==> src/rtl/mexp_pkg.sv <==
// Shared constants, types and codes for the modular exponentiation block.
`timescale 1ns / 1ps

package mexp_pkg;

   localparam int WORD_BITS_DEFAULT = 16;
   localparam int CSR_INDEX_BITS    = 1;

   typedef enum logic [CSR_INDEX_BITS-1:0] {
      CSR_MODULUS  = 1'b0,
      CSR_EXPONENT = 1'b1
   } csr_index_type;

   typedef enum logic [1:0] {
      OP_REDUCE   = 2'd0,
      OP_MULTIPLY = 2'd1,
      OP_SQUARE   = 2'd2
   } op_type;

   typedef enum logic [1:0] {
      ST_IDLE   = 2'd0,
      ST_BUSY   = 2'd1,
      ST_DECIDE = 2'd2,
      ST_FINISH = 2'd3
   } state_type;

   typedef struct packed {
      logic   load;
      logic   mul_start;
      op_type op;
      logic   exp_clear_low;
      logic   exp_shift;
      logic   rsp_load;
   } dp_cmd_type;

   typedef struct packed {
      logic mul_done;
      logic exp_zero;
      logic exp_low;
      logic rsp_free;
   } dp_status_type;

endpackage

==> src/rtl/mexp_if.sv <==
// Request and response channel interfaces of the modular exponentiation block.
`timescale 1ns / 1ps

interface mexp_req_if #(
   parameter int WORD_BITS = mexp_pkg::WORD_BITS_DEFAULT
);
   logic                 valid;
   logic                 ready;
   logic [WORD_BITS-1:0] message;

   modport source (output valid, output message, input ready);
   modport sink   (input valid, input message, output ready);
endinterface

interface mexp_rsp_if #(
   parameter int WORD_BITS = mexp_pkg::WORD_BITS_DEFAULT
);
   logic                 valid;
   logic                 ready;
   logic [WORD_BITS-1:0] ciphertext;

   modport source (output valid, output ciphertext, input ready);
   modport sink   (input valid, input ciphertext, output ready);
endinterface

==> src/rtl/mexp_modmul.sv <==
// Bit-serial interleaved modular multiplier, one multiplier bit per cycle.
`timescale 1ns / 1ps

module mexp_modmul #(
   parameter int WORD_BITS = mexp_pkg::WORD_BITS_DEFAULT
) (
   input  logic                 clock,
   input  logic                 reset,
   input  logic                 start,
   input  logic [WORD_BITS-1:0] operand_a,
   input  logic [WORD_BITS-1:0] operand_b,
   input  logic [WORD_BITS:0]   modulus_ext,
   output logic                 done,
   output logic [WORD_BITS-1:0] product
);

   localparam int CntBits = $clog2(WORD_BITS);
   localparam logic [CntBits-1:0] CntLast = CntBits'(WORD_BITS - 1);

   logic                 busy_ff, busy_in;
   logic                 done_ff, done_in;
   logic [CntBits-1:0]   count_ff, count_in;
   logic [WORD_BITS-1:0] a_ff, a_in;
   logic [WORD_BITS-1:0] b_ff, b_in;
   logic [WORD_BITS-1:0] r_ff, r_in;

   logic [WORD_BITS:0]   dbl_sum;
   logic [WORD_BITS-1:0] dbl_red;
   logic [WORD_BITS:0]   add_sum;
   logic [WORD_BITS-1:0] add_red;

   // r = 2r mod m, then r = r + a mod m when the multiplier bit is set
   always_comb begin
      dbl_sum = {1'b0, r_ff} + {1'b0, r_ff};
      dbl_red = (dbl_sum >= modulus_ext) ? WORD_BITS'(dbl_sum - modulus_ext)
                                         : dbl_sum[WORD_BITS-1:0];
      add_sum = {1'b0, dbl_red} + {1'b0, a_ff};
      add_red = (add_sum >= modulus_ext) ? WORD_BITS'(add_sum - modulus_ext)
                                         : add_sum[WORD_BITS-1:0];
   end

   always_comb begin
      busy_in  = busy_ff;
      done_in  = 1'b0;
      count_in = count_ff;
      a_in     = a_ff;
      b_in     = b_ff;
      r_in     = r_ff;
      if (start) begin
         busy_in  = 1'b1;
         count_in = '0;
         a_in     = operand_a;
         b_in     = operand_b;
         r_in     = '0;
      end else if (busy_ff) begin
         r_in     = b_ff[WORD_BITS-1] ? add_red : dbl_red;
         b_in     = {b_ff[WORD_BITS-2:0], 1'b0};
         count_in = count_ff + 1'b1;
         if (count_ff == CntLast) begin
            busy_in = 1'b0;
            done_in = 1'b1;
         end
      end
   end

   always_ff @(posedge clock) begin
      if (reset) begin
         busy_ff  <= 1'b0;
         done_ff  <= 1'b0;
         count_ff <= '0;
      end else begin
         busy_ff  <= busy_in;
         done_ff  <= done_in;
         count_ff <= count_in;
      end
   end

   always_ff @(posedge clock) begin
      a_ff <= a_in;
      b_ff <= b_in;
      r_ff <= r_in;
   end

   assign done    = done_ff;
   assign product = r_ff;

endmodule

==> src/rtl/mexp_datapath.sv <==
// Datapath: configuration registers, base, accumulator, exponent shifter, output beat.
`timescale 1ns / 1ps

module mexp_datapath #(
   parameter int WORD_BITS = mexp_pkg::WORD_BITS_DEFAULT
) (
   input  logic                                clock,
   input  logic                                reset,
   input  logic                                csr_write_enable,
   input  logic [mexp_pkg::CSR_INDEX_BITS-1:0] csr_index,
   input  logic [WORD_BITS-1:0]                csr_write_data,
   input  logic [WORD_BITS-1:0]                req_message,
   input  mexp_pkg::dp_cmd_type                cmd,
   output mexp_pkg::dp_status_type             status,
   input  logic                                rsp_ready,
   output logic                                rsp_valid,
   output logic [WORD_BITS-1:0]                rsp_ciphertext
);

   logic [WORD_BITS-1:0] modulus_ff, modulus_in;
   logic [WORD_BITS-1:0] exponent_ff, exponent_in;
   logic [WORD_BITS-1:0] base_ff, base_in;
   logic [WORD_BITS-1:0] acc_ff, acc_in;
   logic [WORD_BITS-1:0] exp_ff, exp_in;
   mexp_pkg::op_type     op_ff, op_in;
   logic                 rsp_valid_ff, rsp_valid_in;
   logic [WORD_BITS-1:0] ciphertext_ff, ciphertext_in;

   logic [WORD_BITS:0]   modulus_ext;
   logic [WORD_BITS-1:0] operand_a;
   logic [WORD_BITS-1:0] operand_b;
   logic                 mul_done;
   logic [WORD_BITS-1:0] product;

   // a zero modulus stands for 2^WORD_BITS
   assign modulus_ext = {(modulus_ff == '0), modulus_ff};

   always_comb begin
      case (cmd.op)
         mexp_pkg::OP_REDUCE: begin
            operand_a = WORD_BITS'(1);
            operand_b = req_message;
         end
         mexp_pkg::OP_MULTIPLY: begin
            operand_a = base_ff;
            operand_b = acc_ff;
         end
         mexp_pkg::OP_SQUARE: begin
            operand_a = base_ff;
            operand_b = base_ff;
         end
         default: begin
            operand_a = base_ff;
            operand_b = base_ff;
         end
      endcase
   end

   mexp_modmul #(
      .WORD_BITS (WORD_BITS)
   ) u_modmul (
      .clock       (clock),
      .reset       (reset),
      .start       (cmd.mul_start),
      .operand_a   (operand_a),
      .operand_b   (operand_b),
      .modulus_ext (modulus_ext),
      .done        (mul_done),
      .product     (product)
   );

   always_comb begin
      modulus_in    = modulus_ff;
      exponent_in   = exponent_ff;
      base_in       = base_ff;
      acc_in        = acc_ff;
      exp_in        = exp_ff;
      op_in         = op_ff;
      rsp_valid_in  = rsp_valid_ff;
      ciphertext_in = ciphertext_ff;

      if (csr_write_enable) begin
         case (mexp_pkg::csr_index_type'(csr_index))
            mexp_pkg::CSR_MODULUS:  modulus_in  = csr_write_data;
            mexp_pkg::CSR_EXPONENT: exponent_in = csr_write_data;
            default: ;
         endcase
      end

      if (cmd.mul_start) begin
         op_in = cmd.op;
      end
      if (cmd.load) begin
         acc_in = WORD_BITS'(1);
         exp_in = exponent_ff;
      end
      if (cmd.exp_clear_low) begin
         exp_in = {exp_ff[WORD_BITS-1:1], 1'b0};
      end
      if (cmd.exp_shift) begin
         exp_in = {1'b0, exp_ff[WORD_BITS-1:1]};
      end

      if (mul_done) begin
         case (op_ff)
            mexp_pkg::OP_MULTIPLY: acc_in  = product;
            mexp_pkg::OP_REDUCE:   base_in = product;
            mexp_pkg::OP_SQUARE:   base_in = product;
            default:               base_in = product;
         endcase
      end

      if (cmd.rsp_load) begin
         rsp_valid_in  = 1'b1;
         ciphertext_in = acc_ff;
      end else if (rsp_ready) begin
         rsp_valid_in  = 1'b0;
      end
   end

   always_ff @(posedge clock) begin
      if (reset) begin
         modulus_ff   <= WORD_BITS'(1);
         exponent_ff  <= WORD_BITS'(1);
         rsp_valid_ff <= 1'b0;
      end else begin
         modulus_ff   <= modulus_in;
         exponent_ff  <= exponent_in;
         rsp_valid_ff <= rsp_valid_in;
      end
   end

   always_ff @(posedge clock) begin
      base_ff       <= base_in;
      acc_ff        <= acc_in;
      exp_ff        <= exp_in;
      op_ff         <= op_in;
      ciphertext_ff <= ciphertext_in;
   end

   assign status.mul_done = mul_done;
   assign status.exp_zero = (exp_ff == '0);
   assign status.exp_low  = exp_ff[0];
   assign status.rsp_free = !rsp_valid_ff || rsp_ready;

   assign rsp_valid      = rsp_valid_ff;
   assign rsp_ciphertext = ciphertext_ff;

endmodule

==> src/rtl/mexp_ctrl.sv <==
// Controller: sequences reduction, multiplies and squarings over the exponent bits.
`timescale 1ns / 1ps

module mexp_ctrl (
   input  logic                    clock,
   input  logic                    reset,
   input  logic                    req_valid,
   output logic                    req_ready,
   input  mexp_pkg::dp_status_type status,
   output mexp_pkg::dp_cmd_type    cmd
);

   mexp_pkg::state_type state_ff, state_in;

   always_ff @(posedge clock) begin
      if (reset) begin
         state_ff <= mexp_pkg::ST_IDLE;
      end else begin
         state_ff <= state_in;
      end
   end

   always_comb begin
      state_in  = state_ff;
      req_ready = 1'b0;
      cmd       = '0;
      cmd.op    = mexp_pkg::OP_REDUCE;
      case (state_ff)
         mexp_pkg::ST_IDLE: begin
            req_ready = 1'b1;
            if (req_valid) begin
               cmd.load      = 1'b1;
               cmd.mul_start = 1'b1;
               cmd.op        = mexp_pkg::OP_REDUCE;
               state_in      = mexp_pkg::ST_BUSY;
            end
         end
         mexp_pkg::ST_BUSY: begin
            if (status.mul_done) begin
               state_in = mexp_pkg::ST_DECIDE;
            end
         end
         mexp_pkg::ST_DECIDE: begin
            if (status.exp_zero) begin
               state_in = mexp_pkg::ST_FINISH;
            end else if (status.exp_low) begin
               cmd.mul_start     = 1'b1;
               cmd.op            = mexp_pkg::OP_MULTIPLY;
               cmd.exp_clear_low = 1'b1;
               state_in          = mexp_pkg::ST_BUSY;
            end else begin
               cmd.mul_start = 1'b1;
               cmd.op        = mexp_pkg::OP_SQUARE;
               cmd.exp_shift = 1'b1;
               state_in      = mexp_pkg::ST_BUSY;
            end
         end
         mexp_pkg::ST_FINISH: begin
            if (status.rsp_free) begin
               cmd.rsp_load = 1'b1;
               state_in     = mexp_pkg::ST_IDLE;
            end
         end
         default: begin
            state_in = mexp_pkg::ST_IDLE;
         end
      endcase
   end

endmodule

==> src/rtl/modular_exponentiation.sv <==
// Top level of the modular exponentiation block: message^exponent mod modulus.
//
//   channel  direction  payload                       beat taken when
//   req_if   in         message    [WORD_BITS-1:0]    valid && ready
//   rsp_if   out        ciphertext [WORD_BITS-1:0]    valid && ready
//   csr_*    in         index, write data             csr_write_enable
//
// One item at a time. Each item runs through the shared bit-serial multiplier as
// one reduction of the message, one multiply per set bit of the exponent and the
// squarings, before the next request is accepted, squarings numbering the
// exponent's bit length less one (none for zero).
// Reset is synchronous; modulus and exponent come up as 1, no beat pending.
// A result waiting on rsp_if does not block acceptance of the next request beat.
`timescale 1ns / 1ps

module modular_exponentiation #(
   parameter int WORD_BITS = mexp_pkg::WORD_BITS_DEFAULT
) (
   input  logic                                clock,
   input  logic                                reset,
   input  logic                                csr_write_enable,
   input  logic [mexp_pkg::CSR_INDEX_BITS-1:0] csr_index,
   input  logic [WORD_BITS-1:0]                csr_write_data,
   mexp_req_if.sink                            req_if,
   mexp_rsp_if.source                          rsp_if
);

   mexp_pkg::dp_cmd_type    cmd;
   mexp_pkg::dp_status_type status;
   logic                    req_ready;

   mexp_ctrl u_ctrl (
      .clock     (clock),
      .reset     (reset),
      .req_valid (req_if.valid),
      .req_ready (req_ready),
      .status    (status),
      .cmd       (cmd)
   );

   mexp_datapath #(
      .WORD_BITS (WORD_BITS)
   ) u_datapath (
      .clock            (clock),
      .reset            (reset),
      .csr_write_enable (csr_write_enable),
      .csr_index        (csr_index),
      .csr_write_data   (csr_write_data),
      .req_message      (req_if.message),
      .cmd              (cmd),
      .status           (status),
      .rsp_ready        (rsp_if.ready),
      .rsp_valid        (rsp_if.valid),
      .rsp_ciphertext   (rsp_if.ciphertext)
   );

   assign req_if.ready = req_ready;

endmodule
==> src/flat_wrapper.sv <==
// flat-port wrapper written by rule: the top's interface ports become plain ports
module modular_exponentiation_flat 
#(
   parameter int WORD_BITS = mexp_pkg::WORD_BITS_DEFAULT
)
  (clock, reset, csr_write_enable, csr_index, csr_write_data, req_if_valid, req_if_message, req_if_ready, rsp_if_valid, rsp_if_ciphertext, rsp_if_ready);
  mexp_req_if #(.WORD_BITS(WORD_BITS)) req_if_i ();
  mexp_rsp_if #(.WORD_BITS(WORD_BITS)) rsp_if_i ();
  input  logic clock;
  input  logic reset;
  input  logic csr_write_enable;
  input  logic [mexp_pkg::CSR_INDEX_BITS-1:0] csr_index;
  input  logic [WORD_BITS-1:0] csr_write_data;
  input wire logic [$bits(req_if_i.valid)-1:0] req_if_valid;
  input wire logic [$bits(req_if_i.message)-1:0] req_if_message;
  output wire logic [$bits(req_if_i.ready)-1:0] req_if_ready;
  output wire logic [$bits(rsp_if_i.valid)-1:0] rsp_if_valid;
  output wire logic [$bits(rsp_if_i.ciphertext)-1:0] rsp_if_ciphertext;
  input wire logic [$bits(rsp_if_i.ready)-1:0] rsp_if_ready;
  assign req_if_i.valid = req_if_valid;
  assign req_if_i.message = req_if_message;
  assign req_if_ready = req_if_i.ready;
  assign rsp_if_valid = rsp_if_i.valid;
  assign rsp_if_ciphertext = rsp_if_i.ciphertext;
  assign rsp_if_i.ready = rsp_if_ready;
  modular_exponentiation #(.WORD_BITS(WORD_BITS)) u_core (.clock(clock), .reset(reset), .csr_write_enable(csr_write_enable), .csr_index(csr_index), .csr_write_data(csr_write_data), .req_if(req_if_i), .rsp_if(rsp_if_i));
endmodule
==> config.mk <==
export PLATFORM = sky130hd
export DESIGN_NAME = modular_exponentiation_flat
export DESIGN_NICKNAME = d
export VERILOG_FILES = /design/src/rtl/mexp_pkg.sv /design/src/rtl/mexp_if.sv /design/src/rtl/mexp_modmul.sv /design/src/rtl/mexp_datapath.sv /design/src/rtl/mexp_ctrl.sv /design/src/rtl/modular_exponentiation.sv /design/src/flat_wrapper.sv
export SDC_FILE = /design/constraint.sdc
export NUM_CORES = 1
export LEC_CHECK = 0
export ABC_AREA = 1
export BUFFER_PORTS_ARGS = -buffer_cell sky130_fd_sc_hd__buf_4
export CAP_MARGIN = 10
export CORE_ASPECT_RATIO = 1.75
export CORE_MARGIN = 4
export CORE_UTILIZATION = 55
export DETAILED_ROUTE_END_ITERATION = 12
export GPL_ROUTABILITY_DRIVEN = 1
export PLACE_DENSITY = 0.82
export SYNTH_ARGS = -nofsm -noshare
export SYNTH_HDL_FRONTEND = slang
export SYNTH_HIERARCHICAL = 1
export SYNTH_SLANG_ARGS = --single-unit
==> constraint.sdc <==
create_clock -name clock -period 14.25 [get_ports clock]
set_clock_uncertainty 0.2 [all_clocks]
set_input_delay 1.425 -clock clock [delete_from_list [all_inputs] [get_ports clock]]
set_output_delay 1.425 -clock clock [all_outputs]
set_load 0.02 [all_outputs]
==> reports/metrics.cfg <==
[cts]
cts_buffer_depth=2
cts-root-buf=clkbuf_16
cts_tree=done
cts_hold_buf=0
cts-resized-gates=0
path_clk_slew_ns=0.06
cts-buffers-inserted=17
htree_levels=4
postCtsSetupBuffers=0
cts.sinks=155
insertion_delay_ns=0.44

[timing]
worst_pin_slew_ns=0.837
report.final.slew_viol_count=0
clock.fmax_ghz=0.171
setup_viol=0
min_period_ns=5.86
maxSlewHeadroom_pct=44.1
worst_hold_slack_ns=0.266
fin_crit_sh_pct=41.1
setup_tns_ns=0
grt_setup_unrepaired=false
final-hold-violation-count=0

[drt]
wirelength_mm=31.8
vias_per_cell=5.49
antenna_left=0
wire_per_inst_um=18.1
drtPass1Iterations=6
drtIter0Drc=622
vias=9659
drc=0

[floorplanning]
num_rows=65
initial_core_util_pct=56.4
coreArea_um2=18200
die_area_um2=21000
ioPinCount=56
die_w_um=111
die_y_um=189

[worst_setup_path]
crit_path_frequent_cell=nand2_1
crit_required_ns=14.38
crit_family=simple AND/OR/NAND/NOR gates
slowest_delay_ns=0.46
critPathLaunchType=register
endpoint_kind=register
critPathKind=register to register
slowest_stage=ha_1
cp.arrival_ns=5.99
crit_fanout=16
crit_buf_inv=7

[yosys]
synth_edf_count=81
synthesis.nets=1561
syn_area_per_cell_um2=7.00
netlist_area_um2=10300
synth_cells=1468
synth_flop_cell=edfxtp_1
synth_warnings=6
synth_cell_types=43
postSynth.asyncResetShare_pct=0
ys_seq_area_share_pct=38.1
ys_ff_latch=155

[layout]
fillers=1753
multi_input_area_um2=5200
fin_nets=1604
areaGrowthSynthToFinish_pct=10.4
final-seq-area_um2=3910
drive_above_1_share_pct=10.6

[job]
maxCapViolCount=0

[worst_hold_path]
hold_path.class=register to register

[grt]
grt_pass1_vias=9668
grt_max_degree=50
grt_use_total_pct=30.3
grt_pass1_wl_mm=49.2
antenna_found_initial=0
grt.overflow.total=0

[place]
place.gp.congestion=1.00
hpwlAfterDp_mm=25.2
port_buffers=55

[run_status]
outcome=completed

layout make-up:
cell class / count / area share, %
antenna: 1 / 0.0221
clock buffer: 19 / 4.00
clock inverter: 13 / 0.938
inverter: 245 / 8.14
multi-input combinational: 1032 / 45.8
sequential: 155 / 34.5
tap: 234 / 2.58
timing repair buffer: 60 / 3.97
layer usage:
layer  routed length (um)  up-vias  part of all wire, %  track usage, %
met2                16900      386                   53            57.0
met1                10900     4406                   34            29.2
met3                 1600      141                  5.0            5.24
li1                     -     4726                    -               -
met4                 2390        0                  7.5            21.8
met5                    0        -                    0               0
final timing paths:
kind              cells after the start                                    end  slack, ns                        startpoint
setup reg to reg                     37  u_core/u_datapath/u_modmul/product[2]       8.39  u_core/u_datapath/modulus_ff[10]
hold / removal                        0    u_core/u_datapath/rsp_ciphertext[2]       0.27       u_core/u_datapath/acc_ff[2]
hold reg to reg                       0    u_core/u_datapath/rsp_ciphertext[2]       0.27       u_core/u_datapath/acc_ff[2]
setup / recovery                     37  u_core/u_datapath/u_modmul/product[2]       8.39  u_core/u_datapath/modulus_ff[10]
logic make-up (layout without fill, tap and decap cells):
logic type      Yosys count  in the layout  share of synthesized area, %
fa+ha+maj                55             55                          6.92
other cells               0              1                             0
flops                   155            155                          38.1
buf+inv                 281            337                          11.5
compound gates          102            102                          5.15
simple gates            859            859                          37.0
xor+xnor                 16             16                          1.36
worst register-to-register path: cells and delay by family, from the launching register on:
family | cells | cell delay [ns]
AND/OR/NAND/NOR | 24 | 2.69
adder cells (fa/ha/maj) | 4 | 1.43
buffers and inverters | 7 | 0.73
flip-flops | 1 | 0.36
AO/OA/AOI/OAI | 2 | 0.33
registers in the layout (all words and copies together), names as in the netlist, 4 cells and up:
signal / cells
u_core/u_datapath/acc_ff: 16
u_core/u_datapath/base_ff: 16
u_core/u_datapath/exp_ff: 16
u_core/u_datapath/exponent_ff: 16
u_core/u_datapath/modulus_ff: 16
u_core/u_datapath/rsp_ciphertext: 16
u_core/u_datapath/u_modmul/a_ff: 16
u_core/u_datapath/u_modmul/b_ff: 16
u_core/u_datapath/u_modmul/product: 16
u_core/u_datapath/u_modmul/count_ff: 4
layout by cell type, fill, tap and decap left out, drive strengths merged:
| cell type | instances |
|---|---|
| buf | 60 |
| clkbuf | 19 |
| xor2 | 8 |
| nand3b | 12 |
| nand2 | 478 |
| dfxtp | 74 |
| o211ai | 1 |
| inv | 250 |
| or2 | 4 |
| a21oi | 41 |
| xnor2 | 8 |
| ha | 52 |
| clkinvlp | 2 |
| o21ai | 55 |
| and2 | 11 |
| o21bai | 5 |
| clkinv | 6 |
| nand4 | 13 |
| nor3 | 9 |
| edfxtp | 81 |
| nor2 | 161 |
| diode | 1 |
| nor3b | 1 |
| nand3 | 169 |
| fa | 3 |
| and3 | 1 |
Yosys cell counts, types with 9 or more instances:
library cell / number / area (um2)
nand2_1: 452 / 1700
inv_1: 231 / 867
nand3_1: 161 / 806
nor2_1: 148 / 556
edfxtp_1: 81 / 2430
dfxtp_1: 74 / 1480
ha_1: 52 / 651
a21oi_1: 41 / 205
o21ai_0: 31 / 155
o21ai_1: 23 / 115
nand2_2: 22 / 138
nand4_1: 13 / 81.3
inv_2: 12 / 45.0
and2_1: 11 / 68.8
nand3b_1: 11 / 82.6
buf_2: 9 / 45.0
buf_4: 9 / 67.6
clkbuf_1: 9 / 33.8
per-stage QoR:
stage                     std cells  util [%]  instance area, um2  setup WS [ns]
after global placement         1726      59.2               10800           8.52
after global routing           1758      62.2               11300           8.01
after detailed placement       1726      59.2               10800           8.52
after CTS                      1758      62.2               11300           8.51
after floorplan                1468         -               10300           9.66
final                          1759      62.3               11300           8.39
Power is not shown: default switching activity piles up to over one toggle a cycle in this logic, so the estimate is an artifact.
